===== src/rtl/core/mbs_pkg.sv =====
// shared types, codes and the letter keying table of the morse beacon sequencer
package mbs_pkg;

	// request function codes
	typedef enum logic [1:0] {
		FUNC_TICK  = 2'd0,
		FUNC_WRITE = 2'd1,
		FUNC_START = 2'd2,
		FUNC_STOP  = 2'd3
	} func_t;

	// keying pattern of one character, lowest bit sent first
	typedef struct packed {
		logic [15:0] pattern;
		logic [4:0]  count;
	} letter_t;

	// one result request
	typedef struct packed {
		logic led_level;
		logic playing;
	} result_t;

	localparam logic [7:0] CHAR_NUL = 8'h00;
	localparam logic [7:0] CHAR_A   = 8'h41;
	localparam logic [7:0] CHAR_Z   = 8'h5A;
	localparam logic [4:0] BLANK_BITS = 5'd4;

	// pattern and bit count for any character; non-letters give four low bits
	function automatic letter_t char_code(input logic [7:0] c);
		letter_t    lc;
		logic [7:0] idx;
		lc  = '{pattern: 16'h0000, count: BLANK_BITS};
		idx = c - CHAR_A;
		if (c >= CHAR_A && c <= CHAR_Z) begin
			case (idx[4:0])
				5'd0:    lc = '{16'h001D,  5'd8};
				5'd1:    lc = '{16'h0157, 5'd12};
				5'd2:    lc = '{16'h05D7, 5'd14};
				5'd3:    lc = '{16'h0057, 5'd10};
				5'd4:    lc = '{16'h0001,  5'd4};
				5'd5:    lc = '{16'h0175, 5'd12};
				5'd6:    lc = '{16'h0177, 5'd12};
				5'd7:    lc = '{16'h0055, 5'd10};
				5'd8:    lc = '{16'h0005,  5'd6};
				5'd9:    lc = '{16'h1DDD, 5'd16};
				5'd10:   lc = '{16'h01D7, 5'd12};
				5'd11:   lc = '{16'h015D, 5'd12};
				5'd12:   lc = '{16'h0077, 5'd10};
				5'd13:   lc = '{16'h0017,  5'd8};
				5'd14:   lc = '{16'h0777, 5'd14};
				5'd15:   lc = '{16'h05DD, 5'd14};
				5'd16:   lc = '{16'h1D77, 5'd16};
				5'd17:   lc = '{16'h005D, 5'd10};
				5'd18:   lc = '{16'h0015,  5'd8};
				5'd19:   lc = '{16'h0007,  5'd6};
				5'd20:   lc = '{16'h0075, 5'd10};
				5'd21:   lc = '{16'h01D5, 5'd12};
				5'd22:   lc = '{16'h01DD, 5'd12};
				5'd23:   lc = '{16'h0757, 5'd14};
				5'd24:   lc = '{16'h1DD7, 5'd16};
				5'd25:   lc = '{16'h0577, 5'd14};
				default: lc = '{pattern: 16'h0000, count: BLANK_BITS};
			endcase
		end
		return lc;
	endfunction

endpackage


===== src/rtl/core/mbs_if.sv =====
// request and result channel interfaces of the morse beacon sequencer

// request channel
interface mbs_cmd_if;
	logic       valid;
	logic       ready;
	logic [1:0] func;
	logic [4:0] char_index;
	logic [7:0] char_value;
	logic       repeat_flag;

	modport source (output valid, output func, output char_index, output char_value,
		output repeat_flag, input ready);
	modport sink (input valid, input func, input char_index, input char_value,
		input repeat_flag, output ready);
endinterface

// result channel
interface mbs_res_if;
	logic valid;
	logic ready;
	logic led_level;
	logic playing;

	modport source (output valid, output led_level, output playing, input ready);
	modport sink (input valid, input led_level, input playing, output ready);
endinterface


===== src/rtl/core/mbs_out_buf.sv =====
// two-entry result buffer parting the request side from the result side
module mbs_out_buf (
	input  logic              clk,
	input  logic              arst_n,
	input  logic              push,
	input  mbs_pkg::result_t  push_data,
	output logic              can_push,
	mbs_res_if.source         res
);

	logic [1:0]       cnt_q;
	logic [1:0]       cnt_d;
	logic [1:0]       wr_slot;
	logic             pop;
	mbs_pkg::result_t e0_q;
	mbs_pkg::result_t e1_q;

	// handshake and occupancy
	assign pop       = res.valid && res.ready;
	assign can_push  = (cnt_q != 2'd2);
	assign res.valid = (cnt_q != 2'd0);
	assign res.led_level = e0_q.led_level;
	assign res.playing   = e0_q.playing;
	assign wr_slot   = pop ? (cnt_q - 2'd1) : cnt_q;

	always_comb begin
		cnt_d = cnt_q;
		if (push && !pop) begin
			cnt_d = cnt_q + 2'd1;
		end else if (pop && !push) begin
			cnt_d = cnt_q - 2'd1;
		end
	end

	always_ff @(posedge clk or negedge arst_n) begin
		if (!arst_n) begin
			cnt_q <= 2'd0;
		end else begin
			cnt_q <= cnt_d;
		end
	end

	// entry storage, head shifts on a pop
	always_ff @(posedge clk) begin
		if (pop && cnt_q == 2'd2) begin
			e0_q <= e1_q;
		end
		if (push) begin
			if (wr_slot == 2'd0) begin
				e0_q <= push_data;
			end else begin
				e1_q <= push_data;
			end
		end
	end

endmodule


===== src/rtl/core/morse_beacon_sequencer.sv =====
// top level: message store, playback state and keying of the morse beacon sequencer
// a result is offered in the cycle after its request is accepted when the result buffer is empty
// throughput: one request per cycle, stalled only while two results wait in the buffer;
//   the store read for the next fetch is issued from the next read position, a same-cycle write forwarded
// reset: asynchronous, clears all control state and the per-entry valid bits of the store,
//   so unwritten entries read as NUL at once with no clearing pass
module morse_beacon_sequencer #(
	parameter int MSG_DEPTH = 32
) (
	input  logic      clk,
	input  logic      arst_n,
	mbs_cmd_if.sink   cmd,
	mbs_res_if.source res
);

	localparam int POS_W  = $clog2(MSG_DEPTH + 1);
	localparam int ADDR_W = $clog2(MSG_DEPTH);
	localparam logic [POS_W-1:0] POS_END = POS_W'(MSG_DEPTH);

	// message store and its registered read
	logic [7:0]           mem_q [MSG_DEPTH];
	logic [MSG_DEPTH-1:0] valid_q;
	logic [7:0]           rd_q;
	logic                 rd_vld_q;
	logic [7:0]           char0_q;
	logic [ADDR_W-1:0]    rd_addr;
	logic [ADDR_W-1:0]    waddr;
	logic                 we;

	// playback state
	logic [POS_W-1:0] pos_q, pos_d, pos_inc;
	logic [15:0]      pat_q, pat_d, shift_src;
	logic [4:0]       bits_q, bits_d, cnt_src;
	logic             led_q, led_d;
	logic             act_q, act_d;
	logic             rep_q, rep_d;

	logic             acc;
	logic             can_push;
	mbs_pkg::func_t   func;
	logic [7:0]       cur_char;
	logic [7:0]       sel_char;
	mbs_pkg::letter_t lc;
	mbs_pkg::result_t push_data;

	assign acc  = cmd.valid && cmd.ready;
	assign func = mbs_pkg::func_t'(cmd.func);
	assign cmd.ready = can_push;

	// store write decode, out of range positions dropped
	assign waddr = ADDR_W'(cmd.char_index);
	assign we    = acc && (func == mbs_pkg::FUNC_WRITE) &&
		(32'(cmd.char_index) < 32'(MSG_DEPTH));

	// character at the read position, NUL past the end of the store
	assign cur_char = (pos_q < POS_END && rd_vld_q) ? rd_q : mbs_pkg::CHAR_NUL;
	assign sel_char = (cur_char == mbs_pkg::CHAR_NUL) ? char0_q : cur_char;
	assign lc       = mbs_pkg::char_code(sel_char);
	assign pos_inc  = (pos_q < POS_END) ? (pos_q + POS_W'(1)) : pos_q;

	// next state for one request
	always_comb begin
		pos_d     = pos_q;
		pat_d     = pat_q;
		bits_d    = bits_q;
		led_d     = led_q;
		act_d     = act_q;
		rep_d     = rep_q;
		shift_src = pat_q;
		cnt_src   = bits_q;
		if (acc) begin
			case (func)
				mbs_pkg::FUNC_TICK: begin
					if (act_q) begin
						if (bits_q == 5'd0 && cur_char == mbs_pkg::CHAR_NUL && !rep_q) begin
							// message end, single play
							act_d = 1'b0;
							pos_d = pos_inc;
						end else begin
							if (bits_q == 5'd0) begin
								shift_src = lc.pattern;
								cnt_src   = lc.count;
								if (cur_char == mbs_pkg::CHAR_NUL) begin
									// wrap to the start of the message
									pos_d = (char0_q == mbs_pkg::CHAR_NUL) ? '0 : POS_W'(1);
								end else begin
									pos_d = pos_inc;
								end
							end
							led_d  = shift_src[0];
							pat_d  = shift_src >> 1;
							bits_d = cnt_src - 5'd1;
						end
					end
				end
				mbs_pkg::FUNC_START: begin
					led_d = 1'b0;
					pos_d = '0;
					rep_d = cmd.repeat_flag;
					act_d = 1'b1;
				end
				mbs_pkg::FUNC_STOP: begin
					led_d = 1'b0;
					act_d = 1'b0;
				end
				default: begin
				end
			endcase
		end
	end

	// prefetch address follows the next read position
	assign rd_addr = (pos_d < POS_END) ? ADDR_W'(pos_d) : '0;

	// control and playback registers
	always_ff @(posedge clk or negedge arst_n) begin
		if (!arst_n) begin
			pos_q    <= '0;
			pat_q    <= '0;
			bits_q   <= '0;
			led_q    <= 1'b0;
			act_q    <= 1'b0;
			rep_q    <= 1'b0;
			valid_q  <= '0;
			rd_vld_q <= 1'b0;
			char0_q  <= mbs_pkg::CHAR_NUL;
		end else begin
			pos_q  <= pos_d;
			pat_q  <= pat_d;
			bits_q <= bits_d;
			led_q  <= led_d;
			act_q  <= act_d;
			rep_q  <= rep_d;
			if (we) begin
				valid_q[waddr] <= 1'b1;
			end
			rd_vld_q <= (we && waddr == rd_addr) ? 1'b1 : valid_q[rd_addr];
			if (we && waddr == '0) begin
				char0_q <= cmd.char_value;
			end
		end
	end

	// store array, write-first read
	always_ff @(posedge clk) begin
		if (we) begin
			mem_q[waddr] <= cmd.char_value;
		end
		if (we && waddr == rd_addr) begin
			rd_q <= cmd.char_value;
		end else begin
			rd_q <= mem_q[rd_addr];
		end
	end

	// result buffer
	assign push_data = '{led_level: led_d, playing: act_d};

	mbs_out_buf u_out_buf (
		.clk       (clk),
		.arst_n    (arst_n),
		.push      (acc),
		.push_data (push_data),
		.can_push  (can_push),
		.res       (res)
	);

	// checks
	a_stop_idles: assert property (@(posedge clk) disable iff (!arst_n)
		(acc && func == mbs_pkg::FUNC_STOP) |=> (!act_q && !led_q))
		else $error("stop request did not idle playback");

	a_bits_bound: assert property (@(posedge clk) disable iff (!arst_n)
		bits_q <= 5'd16)
		else $error("bit count beyond longest pattern");

	a_pos_bound: assert property (@(posedge clk) disable iff (!arst_n)
		pos_q <= POS_END)
		else $error("read position beyond end of store");

	a_idle_tick: assert property (@(posedge clk) disable iff (!arst_n)
		(acc && func == mbs_pkg::FUNC_TICK && !act_q) |=>
		($stable(pos_q) && $stable(bits_q) && $stable(pat_q) && $stable(led_q)))
		else $error("tick while idle changed playback state");

endmodule


===== src/flat_wrapper.sv =====
// flat-port wrapper written by rule: the top's interface ports become plain ports
module morse_beacon_sequencer_flat 
#(
	parameter int MSG_DEPTH = 32
)
  (clk, arst_n, cmd_valid, cmd_func, cmd_char_index, cmd_char_value, cmd_repeat_flag, cmd_ready, res_valid, res_led_level, res_playing, res_ready);
  mbs_cmd_if cmd_i ();
  mbs_res_if res_i ();
  input  logic clk;
  input  logic arst_n;
  input wire logic [$bits(cmd_i.valid)-1:0] cmd_valid;
  input wire logic [$bits(cmd_i.func)-1:0] cmd_func;
  input wire logic [$bits(cmd_i.char_index)-1:0] cmd_char_index;
  input wire logic [$bits(cmd_i.char_value)-1:0] cmd_char_value;
  input wire logic [$bits(cmd_i.repeat_flag)-1:0] cmd_repeat_flag;
  output wire logic [$bits(cmd_i.ready)-1:0] cmd_ready;
  output wire logic [$bits(res_i.valid)-1:0] res_valid;
  output wire logic [$bits(res_i.led_level)-1:0] res_led_level;
  output wire logic [$bits(res_i.playing)-1:0] res_playing;
  input wire logic [$bits(res_i.ready)-1:0] res_ready;
  assign cmd_i.valid = cmd_valid;
  assign cmd_i.func = cmd_func;
  assign cmd_i.char_index = cmd_char_index;
  assign cmd_i.char_value = cmd_char_value;
  assign cmd_i.repeat_flag = cmd_repeat_flag;
  assign cmd_ready = cmd_i.ready;
  assign res_valid = res_i.valid;
  assign res_led_level = res_i.led_level;
  assign res_playing = res_i.playing;
  assign res_i.ready = res_ready;
  morse_beacon_sequencer #(.MSG_DEPTH(MSG_DEPTH)) u_core (.clk(clk), .arst_n(arst_n), .cmd(cmd_i), .res(res_i));
endmodule

===== config.mk =====
export PLATFORM = sky130hd
export DESIGN_NAME = morse_beacon_sequencer_flat
export DESIGN_NICKNAME = d
export VERILOG_FILES = /design/src/rtl/core/mbs_pkg.sv /design/src/rtl/core/mbs_if.sv /design/src/rtl/core/mbs_out_buf.sv /design/src/rtl/core/morse_beacon_sequencer.sv /design/src/flat_wrapper.sv
export SDC_FILE = /design/constraint.sdc
export NUM_CORES = 1
export LEC_CHECK = 0
export ABC_AREA = 1
export BUFFER_PORTS_ARGS = -buffer_cell sky130_fd_sc_hd__buf_2
export CORE_AREA = 5 5 158 190
export DETAILED_ROUTE_END_ITERATION = 7
export DIE_AREA = 0 0 163 195
export PLACE_DENSITY = 0.66
export SLEW_MARGIN = 20
export SYNTH_ARGS = -nofsm -noshare
export SYNTH_HDL_FRONTEND = slang
export SYNTH_SLANG_ARGS = --single-unit

===== constraint.sdc =====
create_clock -name clk -period 6.28 [get_ports clk]
set_input_delay 0.314 -clock clk [delete_from_list [all_inputs] [get_ports clk]]
set_output_delay 0.314 -clock clk [all_outputs]
set_load 0.03 [all_outputs]

==> impl_metrics.env, run 1 <==
export IMPL_synthArstFlopShare_pct=20.66
export IMPL_io_buffers=23
export IMPL_clkTransAtPathRegs_ps=60
export IMPL_grt_pass1_wl_um=58630
export IMPL_synth_ff_type="edfxtp_1"
export IMPL_syn_nets=1578
export IMPL_tns_ps=0
export IMPL_whs_ps=-28.38
export IMPL_clock_latency_ps=520
export IMPL_clock_sinks=334
export IMPL_slew_headroom_pct=29.83
export IMPL_cp_max_fo=33
export IMPL_synth_cell_types=45
export IMPL_path_class="reg -> reg"
export IMPL_yosysWarnings=0
export IMPL_synth_area_um2=15100
export IMPL_drt_wl_total_um=36950
export IMPL_fin_crit_sh_pct=74.89
export IMPL_min_period_ps=4703
export IMPL_maxSlewViolCount=0
export IMPL_synthCells=1548
export IMPL_die_h_um=195
export IMPL_place_area_um2=15450
export IMPL_status="finished, violations left"
export IMPL_grt_util_met1_pct=31.19
export IMPL_regToRegSetupSlack_ps=1580
export IMPL_p_leak_nw=6.631
export IMPL_diodes=0
export IMPL_ir_drop_v=0.0003529
export IMPL_fp_dieW_um=163
export IMPL_violations="hold timing"
export IMPL_via_per_inst=5.587
export IMPL_ant_nets=0
export IMPL_end_kind="register"
export IMPL_cap_violations=0
export IMPL_crit_arrival_ps=5100
export IMPL_cts_buffers=35
export IMPL_grt_pass1_vias=10890
export IMPL_rows=67
export IMPL_antenna_found_initial=0
export IMPL_ios=24
export IMPL_place_congestion=0.8429
export IMPL_cp_start_kind="register"
export IMPL_start_util_pct=54.27
export IMPL_met3_usage_pct=2.678
export IMPL_required_ps=6680
export IMPL_ctsHoldBuffers=0
export IMPL_vias=10910
export IMPL_drc_errors=0
export IMPL_nFillCells=2398
export IMPL_avgSynthCellArea_um2=9.757
export IMPL_drive_gt1_share_pct=7.184
export IMPL_post_cts_resized=0
export IMPL_max_freq_mhz=212.6
export IMPL_grt_start_max_net_pins=139
export IMPL_area_growth_pct=9.402
export IMPL_dp_hpwl_um=22940
export IMPL_grt_busiest_layer="met2"
export IMPL_core_area_um2=27830
export IMPL_die_area_um2=31790
export IMPL_postLayoutCoreUtil_pct=59.37
export IMPL_seqCellArea_um2=9619
export IMPL_fin_nets=1578
export IMPL_worst_pin_slew_ps=1049
export IMPL_track_usage_pct=23.49
export IMPL_hold_class="in -> async"
export IMPL_synth_seq_area_share_pct=63.65
export IMPL_finalSetupViolations=0
export IMPL_final_design_area_no_fill_um2=16520
export IMPL_rsz0062_at_grt="false"
export IMPL_synth_edff_count=258
export IMPL_drt_initial_drc_count=868
export IMPL_hold_violations=15
export IMPL_post_cts_repair_setup_buffers=0
export IMPL_cts_tree="built"
export IMPL_clockRootBuffer="clkbuf_16"
export IMPL_grt_overflow=0
export IMPL_multiInputGateArea_um2=4624
export IMPL_clockBufferDepth=3
export IMPL_grt_use_met2_pct=40.18
export IMPL_first_pass_iters=5
export IMPL_routedWlPerCell_um=18.93
export IMPL_powerDensity_nw_per_um2=497.8
export IMPL_synth_seq_cells=334
export IMPL_skew_ps=21.21
export IMPL_htreeDepth=2
-- critical path, cell delays in order (launching register included) --
cell and delay, ps:
dfxtp_2 320, inv_2 500, buf_4 410, nand3_1 130
nand3_1 100, nand2_1 60, nand2_1 70, nand3_1 90
nand3_1 210, nand2_1 100, nor2_2 240, nand2_4 150
o21ai_4 280, nor2_1 140, ha_1 480, inv_1 230
nor2_1 270, a21oi_1 70, o211ai_1 180, nand3_1 90
nand2_1 100, nand3_1 130, clkinv_1 80, nand2_1 50
nand2_1 50, nand2_1 40
-- where the power goes --
group / total (mW) / internal [mW] / switching (mW)
Clock: 1.93 / 1.10 / 0.829
Sequential: 2.62 / 2.51 / 0.104
Combinational: 3.68 / 1.05 / 2.64
Total: 8.23 / 4.66 / 3.57
-- flip-flops by register name, summed over array words and instances, names as in the netlist, named ones only --
signal	flops
u_core.u_out_buf.e1_q	2
u_core.act_q	1
u_core.pat_q	12
u_core.u_out_buf.res.led_level	1
u_core.pos_q	6
u_core.rep_q	1
u_core.valid_q	32
u_core.rd_vld_q	1
u_core.led_q	1
u_core.mem_q	256
u_core.bits_q	5
u_core.u_out_buf.res.playing	1
u_core.char0_q	8
u_core.u_out_buf.cnt_q	2
-- worst paths after layout --
| path | from | to | cells after the start |
|---|---|---|---|
| min | arst_n | u_core.pat_q[7] | 2 |
| max reg2reg | register | u_core.bits_q[4] | 25 |
| min in group clk | cmd_repeat_flag | u_core.rep_q | 3 |
| max | register | u_core.bits_q[4] | 25 |
| min reg2reg | u_core.valid_q[7] | u_core.valid_q[7] | 2 |
| max in group asynchronous | arst_n | u_core.rd_vld_q | 2 |
-- cells in the final DEF (no fill, tap or decap), drive strengths merged, types with 27 or more instances in the layout --
cell and n:
buf 34, nand2 446, clkbuf 42, edfxtp 258, nor2 91, nand3 301
inv 136, dfrtp 69, a21oi 27, o21ai 71
-- synth_stat cells (6+ instances only) --
cell type,instances,area [µm²]
or2_2,6,37.54
nand2_1,444,1667
inv_2,9,33.78
dfrtp_1,69,1727
o21ai_1,6,30.03
o21ai_0,62,310.3
a21oi_1,27,135.1
buf_4,6,45.04
a2bb2oi_1,7,61.31
clkbuf_1,26,97.59
edfxtp_1,258,7747
buf_2,35,175.2
dfxtp_1,7,140.1
inv_1,127,476.7
o211ai_1,9,67.56
ha_1,10,125.1
nor2_1,88,330.3
nand3_1,300,1501
-- cell type report --
class / count / area share (%)
timing repair buffer: 34 / 1.272
multi-input combinational: 1003 / 27.99
sequential: 334 / 58.21
inverter: 140 / 3.188
clock buffer: 42 / 5.588
clock inverter: 20 / 0.8859
tap: 379 / 2.870
-- metal layers --
metal | wire [µm] | share of wire [%]
met5 | 0 | 0
met4 | 1251 | 3.4
met3 | 1890 | 5.1
met2 | 18480 | 50
met1 | 15320 | 41
-- cells by family (layout without fill, tap and decap cells) --
family          after synthesis  in the layout  share of synthesized area (%)
fa+ha+maj                    10             10                         0.8284
compound gates              127            127                          4.945
mux                           3              3                         0.2154
xor+xnor                      7              7                         0.4059
buf+inv                     211            236                          5.732
simple gates                856            856                          24.22
flops                       334            334                          63.65
-- per-stage QoR --
stage	std cells	total power [mW]	setup WS, ps
final	1952	8.226	1577
after global routing	1952	8.808	1108
after CTS	1952	8.207	1642
after detailed placement	1890	6.281	1688
after global placement	1890	6.340	1715
after floorplan	1548	5.439	2771
No activity file was read; power rests on OpenSTA's default activity.
==> run 2: changes to the inputs <==
Settings changed: ABC_AREA 1 to 0, CORE_AREA 5 5 158 190 to 5 5 156 188, DIE_AREA 0 0 163 195 to 0 0 161 193, PLACE_DENSITY 0.66 to 0.67.
Clock period 6.28 ns to 4.95 ns, I/O delays scaled along.
==> run 2 against run 1 <==
Effect of this change:
- the flow now finishes without violations
- cell count decreased by 25%
- clock skew decreased by 1.4 ps
- non-clock buffer count increased by 51
- area after synthesis decreased by 1.9%
- die area decreased by 2.2%
- via count decreased by 16%
- register-to-register slack got worse by 1300 ps
- first-iteration DRC count increased by 8.6%
- total power increased by 0.80%
==> impl_metrics.env, run 2 <==
export IMPL_start_util_pct=53.90
export IMPL_io_buffers=23
export IMPL_dp_cells=1398
export IMPL_synth_cell_types=95
export IMPL_worst_pin_slew_ps=1158
export IMPL_die_h_um=193
export IMPL_p_leak_nw=5.955
export IMPL_powerDensity_nw_per_um2=496.4
export IMPL_synth_area_um2=14820
export IMPL_status="finished clean"
export IMPL_cts_tree="built"
export IMPL_synth_top_area_share_pct=52.28
export IMPL_clock_sinks=334
export IMPL_die_area_um2=31070
export IMPL_fin_crit_sh_pct=93.89
export IMPL_reg_top3="u_core.mem_q x256, u_core.valid_q x32, u_core.pat_q x12"
export IMPL_drc_errors=0
export IMPL_holdPathEnd="u_core.u_out_buf.res.led_level"
export IMPL_yosys_cell_count_top_type="edfxtp_1"
export IMPL_finalSetupViolations=0
export IMPL_htreeDepth=2
export IMPL_min_from="cmd_func[1]"
export IMPL_vias=9162
export IMPL_synth_top_cells_by_area="edfxtp_1 (52%), dfrtp_1 (12%), mux4_2 (5.2%), mux2i_1 (2.2%), nor2_1 (2.2%)"
export IMPL_avgSynthCellArea_um2=14.40
export IMPL_holdPathStages=2
export IMPL_max_freq_mhz=215.2
export IMPL_p_total_mw=8.292
export IMPL_hold_violations=0
export IMPL_drt_wl_total_um=35740
export IMPL_cp_max_fo=23
export IMPL_synthArstFlopShare_pct=20.66
export IMPL_end_kind="register"
export IMPL_place_area_um2=15460
export IMPL_track_usage_pct=23.22
export IMPL_drt_initial_drc_count=943
export IMPL_synth_seq_cells=334
export IMPL_drive_gt1_share_pct=21.74
export IMPL_ir_drop_v=0.0003515
export IMPL_clock_latency_ps=520
export IMPL_yosysWarnings=0
export IMPL_clockBufferDepth=3
export IMPL_clkTransAtPathRegs_ps=60
export IMPL_via_per_inst=6.224
export IMPL_whs_ps=99.68
export IMPL_synth_common_cells="edfxtp_1 (258), nor2_1 (85), nand2_1 (76), dfrtp_1 (69), mux4_2 (34)"
export IMPL_antenna_found_initial=0
export IMPL_final_common_cell="edfxtp_1"
export IMPL_rsz0062_at_grt="false"
export IMPL_tns_ps=0
export IMPL_path_class="reg -> reg"
export IMPL_syn_nets=1059
export IMPL_cts_buffers=35
export IMPL_regToRegSetupSlack_ps=300
export IMPL_mostFrequentLayoutCells="edfxtp_1 (258), nor2_1 (84), nand2_1 (76)"
export IMPL_largest_reg_flops=256
export IMPL_required_ps=5220
export IMPL_fp_dieW_um=161
export IMPL_skew_ps=19.81
export IMPL_grt_overflow=0
export IMPL_fin_nets=1131
export IMPL_min_period_ps=4648
export IMPL_final_cells=1472
export IMPL_synth_top_area_cell="edfxtp_1"
export IMPL_grt_start_max_net_pins=70
export IMPL_slew_headroom_pct=22.54
export IMPL_dp_hpwl_um=24000
export IMPL_final_design_area_no_fill_um2=16700
export IMPL_area_growth_pct=12.70
export IMPL_maxSlewViolCount=0
export IMPL_crit_arrival_ps=4910
export IMPL_grt_pass1_vias=9174
export IMPL_ios=24
export IMPL_core_area_um2=27500
export IMPL_first_pass_iters=5
export IMPL_clockRootBuffer="clkbuf_16"
export IMPL_grt_pass1_wl_um=54740
export IMPL_rows=67
export IMPL_diodes=0
export IMPL_reg2reg_to="u_core.u_out_buf.e1_q[1]"
export IMPL_place_congestion=0.9091
export IMPL_hold_class="in -> reg"
export IMPL_synth_seq_area_share_pct=64.87
export IMPL_synth_edff_count=258
export IMPL_ant_nets=0
export IMPL_synthCells=1029
export IMPL_cp_start_kind="register"
export IMPL_cap_violations=0
export IMPL_synth_ff_type="edfxtp_1"
export IMPL_ff2ff_path_depth=16
export IMPL_routedWlPerCell_um=24.28
export IMPL_top_register="u_core.mem_q"
==> run 2: cell count changes in the layout (fill, tap and decap cells not counted), sizes merged, moves of 17 or more <==
cell	before	now
buf	34	82
inv	136	27
mux2i	1	34
mux4	0	40
nand2	446	78
nand3	301	18
nor3	3	20
o21ai	71	39
or2	8	35
==> run 2: cell type report <==
class / count / area (µm²)
well taps: 345 / 431.7
repair buffers: 85 / 660.6
fillers: 2072 / 10790
multi-input cells: 620 / 4785
flip-flops and latches: 334 / 9619
clock buffers: 51 / 987.2
inverters: 25 / 93.84
clock inverters: 12 / 125.1
==> run 2: through the flow <==
stage	worst slack (ps)	util [%]
2_1_floorplan	383.8	-
3_3_place_gp	280.7	56.23
3_5_place_dp	112.3	56.23
4_1_cts	141.3	60.39
5_1_grt	21.81	60.74
6_report	302.4	60.74
==> run 2: worst max path at each step <==
stage,start,end,slack [ps],depth (start not counted)
final,register,u_core.u_out_buf.e1_q[1],300,16
after CTS,register,u_core.u_out_buf.e1_q[1],140,17
after global routing,register,u_core.u_out_buf.e1_q[1],20,16
after detailed placement,register,u_core.u_out_buf.e1_q[1],110,17
after global placement,register,u_core.bits_q[2],280,19
after floorplan,register,u_core.u_out_buf.e1_q[1],380,20
==> run 2: cells by family (layout without fill, tap and decap cells) <==
group	after synthesis	count (layout)	synth area share, %
DFF	334	334	64.87
muxes	89	89	9.751
and+or+nand+nor	316	316	10.82
AOI/OAI and AO/OA	193	193	9.751
buffers and inverters	75	173	2.946
xor gates and xnor gates	12	12	1.013
adders and majority gates	10	10	0.8442
==> run 2: power by group <==
part           total [mW]  switching, mW  internal [mW]
sequential           3.25         0.0996           3.15
clock                2.54           1.04           1.50
combinational        2.50           1.43           1.07
==> run 2: critical path: stages, from the launching register on <==
cell      delay (ps)
dfxtp_2          740
nor2b_1          650
buf_4            280
a22oi_1           80
a21oi_1          280
nor4b_2          120
a211oi_4         210
and3_4           240
a21oi_2          100
inv_2            100
nor2_1            50
ha_1             450
inv_1             90
o21ai_1          280
a22oi_2           90
o31a_1           280
o41ai_1          360
==> run 2: routing by layer <==
layer / up-vias / GRT usage (%) / share of wire (%)
met3: 74 / 3.083 / 5.6
met1: 4591 / 29.09 / 38
li1: 4128 / - / -
met4: 0 / 8.238 / 3.6
met2: 369 / 41.91 / 52
met5: - / 0 / 0
==> run 2: timing repair <==
action | in CTS | in global routing
hold endpoints to repair | 72 | 0
setup buffers | 0 | 8
hold buffers | 3 | 0
endpoints found under the setup margin | 0 | 7
gates resized for setup | 0 | 1
